File: src/rtl/core/fcr_pkg.sv
// Package for the framed command receiver: frame constants, kind codes and
// the result record shared by the decoder and the top level.
// No dependencies.
`timescale 1ns / 1ps

package fcr_pkg;

  // Header positions 1..HdrBytes-1 are stored; position 0 is never written.
  localparam int HdrBytes = 8;

  localparam logic [7:0]  StartByte  = 8'd254;
  localparam logic [7:0]  CmdRun     = 8'h72;  // 'r'
  localparam logic [7:0]  CmdStop    = 8'h73;  // 's'
  localparam logic [7:0]  CmdTx      = 8'h74;  // 't'
  localparam logic [15:0] PpmReset   = 16'd1900;
  localparam logic [14:0] SpeedScale = 15'd100;

  localparam logic [7:0] TypeCmd   = 8'd1;
  localparam logic [7:0] TypeParam = 8'd2;
  localparam logic [7:0] TypeMotor = 8'd3;

  localparam logic [1:0] TxModeLast = 2'd2;

  typedef enum logic [1:0] {
    KIND_UNKNOWN = 2'd0,
    KIND_CMD     = 2'd1,
    KIND_PARAM   = 2'd2,
    KIND_MOTOR   = 2'd3
  } frame_kind_e;

  typedef logic [HdrBytes-1:1][7:0] hdr_t;

  typedef struct packed {
    frame_kind_e frame_kind;
    logic        checksum_error;
    logic        running;
    logic [1:0]  tx_mode;
    logic [23:0] position_reference;
    logic [14:0] speed_limit;
    logic [7:0]  position_param;
    logic [7:0]  gain_p_raw;
    logic [7:0]  gain_i_raw;
    logic [7:0]  gain_d_raw;
    logic [7:0]  motor_id;
    logic [7:0]  motor_dir;
  } fcr_result_t;

endpackage

File: src/rtl/core/fcr_decode.sv
// Combinational decoder for a completed frame: type dispatch, checks,
// scaling multiplies and the next run and transmit state.
// Depends on fcr_pkg.
`timescale 1ns / 1ps

module fcr_decode
  import fcr_pkg::*;
(
  input  hdr_t        hdr_i,          // positions 1..7 with the last byte merged
  input  logic [7:0]  last_byte_i,
  input  logic [7:0]  payload_sum_i,  // sum of positions 2..L-1
  input  logic        run_i,
  input  logic [1:0]  tx_mode_i,
  input  logic [15:0] ppm_i,
  output fcr_result_t res_o
);

  logic [7:0] motor_sum;

  assign motor_sum = hdr_i[2] + hdr_i[3];

  always_comb begin
    res_o = '0;
    res_o.running = run_i;
    res_o.tx_mode = tx_mode_i;
    case (hdr_i[1])
      TypeCmd: begin
        res_o.frame_kind = KIND_CMD;
        if (hdr_i[2] == CmdRun) begin
          res_o.running = 1'b1;
        end else if (hdr_i[2] == CmdStop) begin
          res_o.running = 1'b0;
        end else if (hdr_i[2] == CmdTx) begin
          res_o.tx_mode = (tx_mode_i >= TxModeLast) ? 2'd0 : tx_mode_i + 2'd1;
        end
      end
      TypeParam: begin
        res_o.frame_kind = KIND_PARAM;
        if (payload_sum_i == last_byte_i) begin
          res_o.position_reference = {16'd0, hdr_i[2]} * {8'd0, ppm_i};
          res_o.speed_limit        = {7'd0, hdr_i[3]} * SpeedScale;
          res_o.position_param     = hdr_i[4];
          res_o.gain_p_raw         = hdr_i[5];
          res_o.gain_i_raw         = hdr_i[6];
          res_o.gain_d_raw         = hdr_i[7];
        end else begin
          res_o.checksum_error = 1'b1;
        end
      end
      TypeMotor: begin
        res_o.frame_kind = KIND_MOTOR;
        if (hdr_i[4] == motor_sum) begin
          res_o.motor_id  = hdr_i[2];
          res_o.motor_dir = hdr_i[3];
        end else begin
          res_o.checksum_error = 1'b1;
        end
      end
      default: begin
        res_o.frame_kind = KIND_UNKNOWN;
      end
    endcase
  end

endmodule

File: config.mk
export PLATFORM = sky130hd
export DESIGN_NAME = fcr_decode
export DESIGN_NICKNAME = d
export VERILOG_FILES = /design/src/rtl/core/fcr_pkg.sv /design/src/rtl/core/fcr_decode.sv
export SDC_FILE = /design/constraint.sdc
export NUM_CORES = 1
export LEC_CHECK = 0
export BUFFER_PORTS_ARGS = -buffer_cell sky130_fd_sc_hd__clkbuf_2
export CORE_ASPECT_RATIO = 0.7
export CORE_MARGIN = 8
export CORE_UTILIZATION = 40
export DETAILED_ROUTE_END_ITERATION = 6
export PLACE_DENSITY = 0.72
export SETUP_SLACK_MARGIN = 0.02
export SLEW_MARGIN = 10
export SYNTH_ARGS = -nofsm -noshare
export SYNTH_HDL_FRONTEND = slang
export SYNTH_SLANG_ARGS = --single-unit
File: constraint.sdc
create_clock -name vclk -period 6.37
set_input_delay 0.3185 -clock vclk [all_inputs]
set_output_delay 0.3185 -clock vclk [all_outputs]
set_load 0.005 [all_outputs]
==> results.cfg <==
[layout]
stdcell_area_um2 = 7020
num-nets-final = 1156
seqCellArea_um2 = 0
layout.cells.non_filler = 1090
seq_cell_count = 0
syn_to_final_growth_pct = 17.7
nClkBuffers = 0
diodes = 0
fin_util_pct = 48.0
drive_gt1_share_pct = 21.3

[worst_hold_path]
hp-class = input pin to output pin
hold_path.startpoint = hdr_i[36]

[power]
p_sw_uw = 922
power.share.sequential_pct = 0
sw_frac_of_total_pct = 58.7
power.density_nw_per_um2 = 224
clkPwrFrac_pct = 0
internal_power_uw = 648
total_power_mw = 1.57
ir_worst_vdd_mv = 0.172
comb_power_share_pct = 100.0
power.leakage_nw = 3.86

[detailed_routing]
wl_met2_um = 7470
wl_um = 16200
met1_length_um = 7620
wl_met3_um = 995
vias_per_cell = 4.91
drtIter0Drc = 288
dr_total_vias = 5356
first_pass_iters = 4
wl_per_cell_um = 14.8
drtAntennaViolNets = 0
highest_layer = met4
route.detailed.drc = 0

[sta]
whs_ps = 912
period_share_pct = 85.9
rsz0062_at_grt = no
tns_ps = 0
hold_viol_final = 0
max_freq_ghz = 0.183
max_slew.worst_pin.slew_ps = 1150
relSlewSlack_pct = 23.1
drv_slew = 0
setup_viol = 0
setup_ws_ps = 899
fin_crit_ps = 5470

[critical_path]
slowest_delay_ps = 650
setup.worst_path.end_class = output pin
startpoint = hdr_i[14]
path_max_fanout = 19
crit_required_ps = 6050
cp-start-kind = input pin
crit_type = input pin to output pin
critPathMostFrequentCell = fa_1
crit_slowest_cell = a2111oi_1
path_cells = clkbuf_2 -> nand2_1 -> fa_1 -> fa_1 -> inv_1 -> fa_1 -> inv_1 -> fa_1 -> inv_1 -> ha_1 -> and3_1 -> a221o_1 -> a31oi_4 -> a2111oi_1 -> o21ai_0 -> a21oi_1 -> clkbuf_2
worstPathArrival_ps = 5150

[global_routing]
grt_first_pass_wirelength_um = 27400
antenna_found_initial = 0
overflow = 0
track_usage_pct = 16.9
grt_pass1_vias = 5630
grt_max_degree = 43

[logic_synthesis]
yosysTopAreaCell = fa_1
synth_top_area_share_pct = 29.5
avgSynthCellArea_um2 = 8.11
synth_top_cells_by_count = and2_1 (165), inv_1 (121), fa_1 (88), ha_1 (80), nor2_1 (42)
synthTopCellsByArea = fa_1 (30%), and2_1 (17%), ha_1 (17%), inv_1 (7.6%), xnor2_1 (4.0%)
synth_most_common_cell = and2_1
syn_area_um2 = 5970
yosysWarnings = 0
synth_cell_type_count = 55
syn_inst = 736
yosysSeqAreaShare_pct = 0

[floorplan]
dieArea_um2 = 19100
die_w_um = 162
die_height_um = 118
core-area_um2 = 14600
initial_core_util_pct = 40.8
num_rows = 37
io_pins = 184

[placement]
gp_congestion = 0.882
place_hpwl_um = 14200
dp.cells = 1090
place_area_um2 = 7020
dpl_worst_slack_ps = 958
portBuffers = 182

[clock_tree]
hold_buffers = 0
post_cts_resized = 0
postCtsSetupRepairBufs = 0

[outcome]
status = finished, final reports clean

[job]
cap_violations = 0
cell families (layout without fill, tap and decap cells):
logic type,after synthesis,in the layout,share of synthesized area [%]
buffers and inverters,145,303,9.50
xor gates and xnor gates,43,43,6.31
AOI/OAI and AO/OA,81,81,9.33
other,1,2,0.0628
adders and majority gates,168,168,46.3
muxes,3,3,0.545
and+or+nand+nor,295,295,28.0
layout by cell type (no fill, tap or decap), types with 5 or more instances in the layout:
cell type,n
nand4_1,6
a21o_1,11
o21ai_0,11
and2_1,165
clkbuf_2,182
fa_1,88
xnor2_1,27
a21oi_1,22
ha_1,80
inv_1,121
o21a_1,5
nand2_1,37
nor2_1,41
and3_1,7
xor2_1,16
nor3_1,11
worst max-delay path, delay by kind of cell:
kind | cells | cell delay (ps)
and+or+nand+nor | 2 | 300
adders and majority gates | 5 | 2470
buffers and inverters | 5 | 600
AOI/OAI and AO/OA | 5 | 1450
cell type report:
cell class	instances	area, um2
tap	195	244
multi-input combinational	592	5410
inverter	121	454
timing repair buffer	182	911
fill	1496	7610
final timing paths:
path / endpoint / slack, ps / depth (start not counted)
max: res_o[86] / 900 / 17
min: res_o[36] / 910 / 3
layer usage:
| layer | vias to the layer above | GRT usage [%] |
|---|---|---|
| met5 | - | 0 |
| met4 | 0 | 0.923 |
| met3 | 6 | 2.08 |
| met2 | 167 | 28.8 |
| met1 | 2536 | 23.5 |
| li1 | 2647 | - |
power groups by stage:
stage / Clock [mW] / Sequential, mW / Combinational, mW
finish: 0 / 0 / 1.57
global route: 0 / 0 / 1.80
CTS: 0 / 0 / 1.57
detailed placement: 0 / 0 / 1.56
global placement: 0 / 0 / 1.54
floorplan: 0 / 0 / 1.24
(Power assumes the default switching activity.)
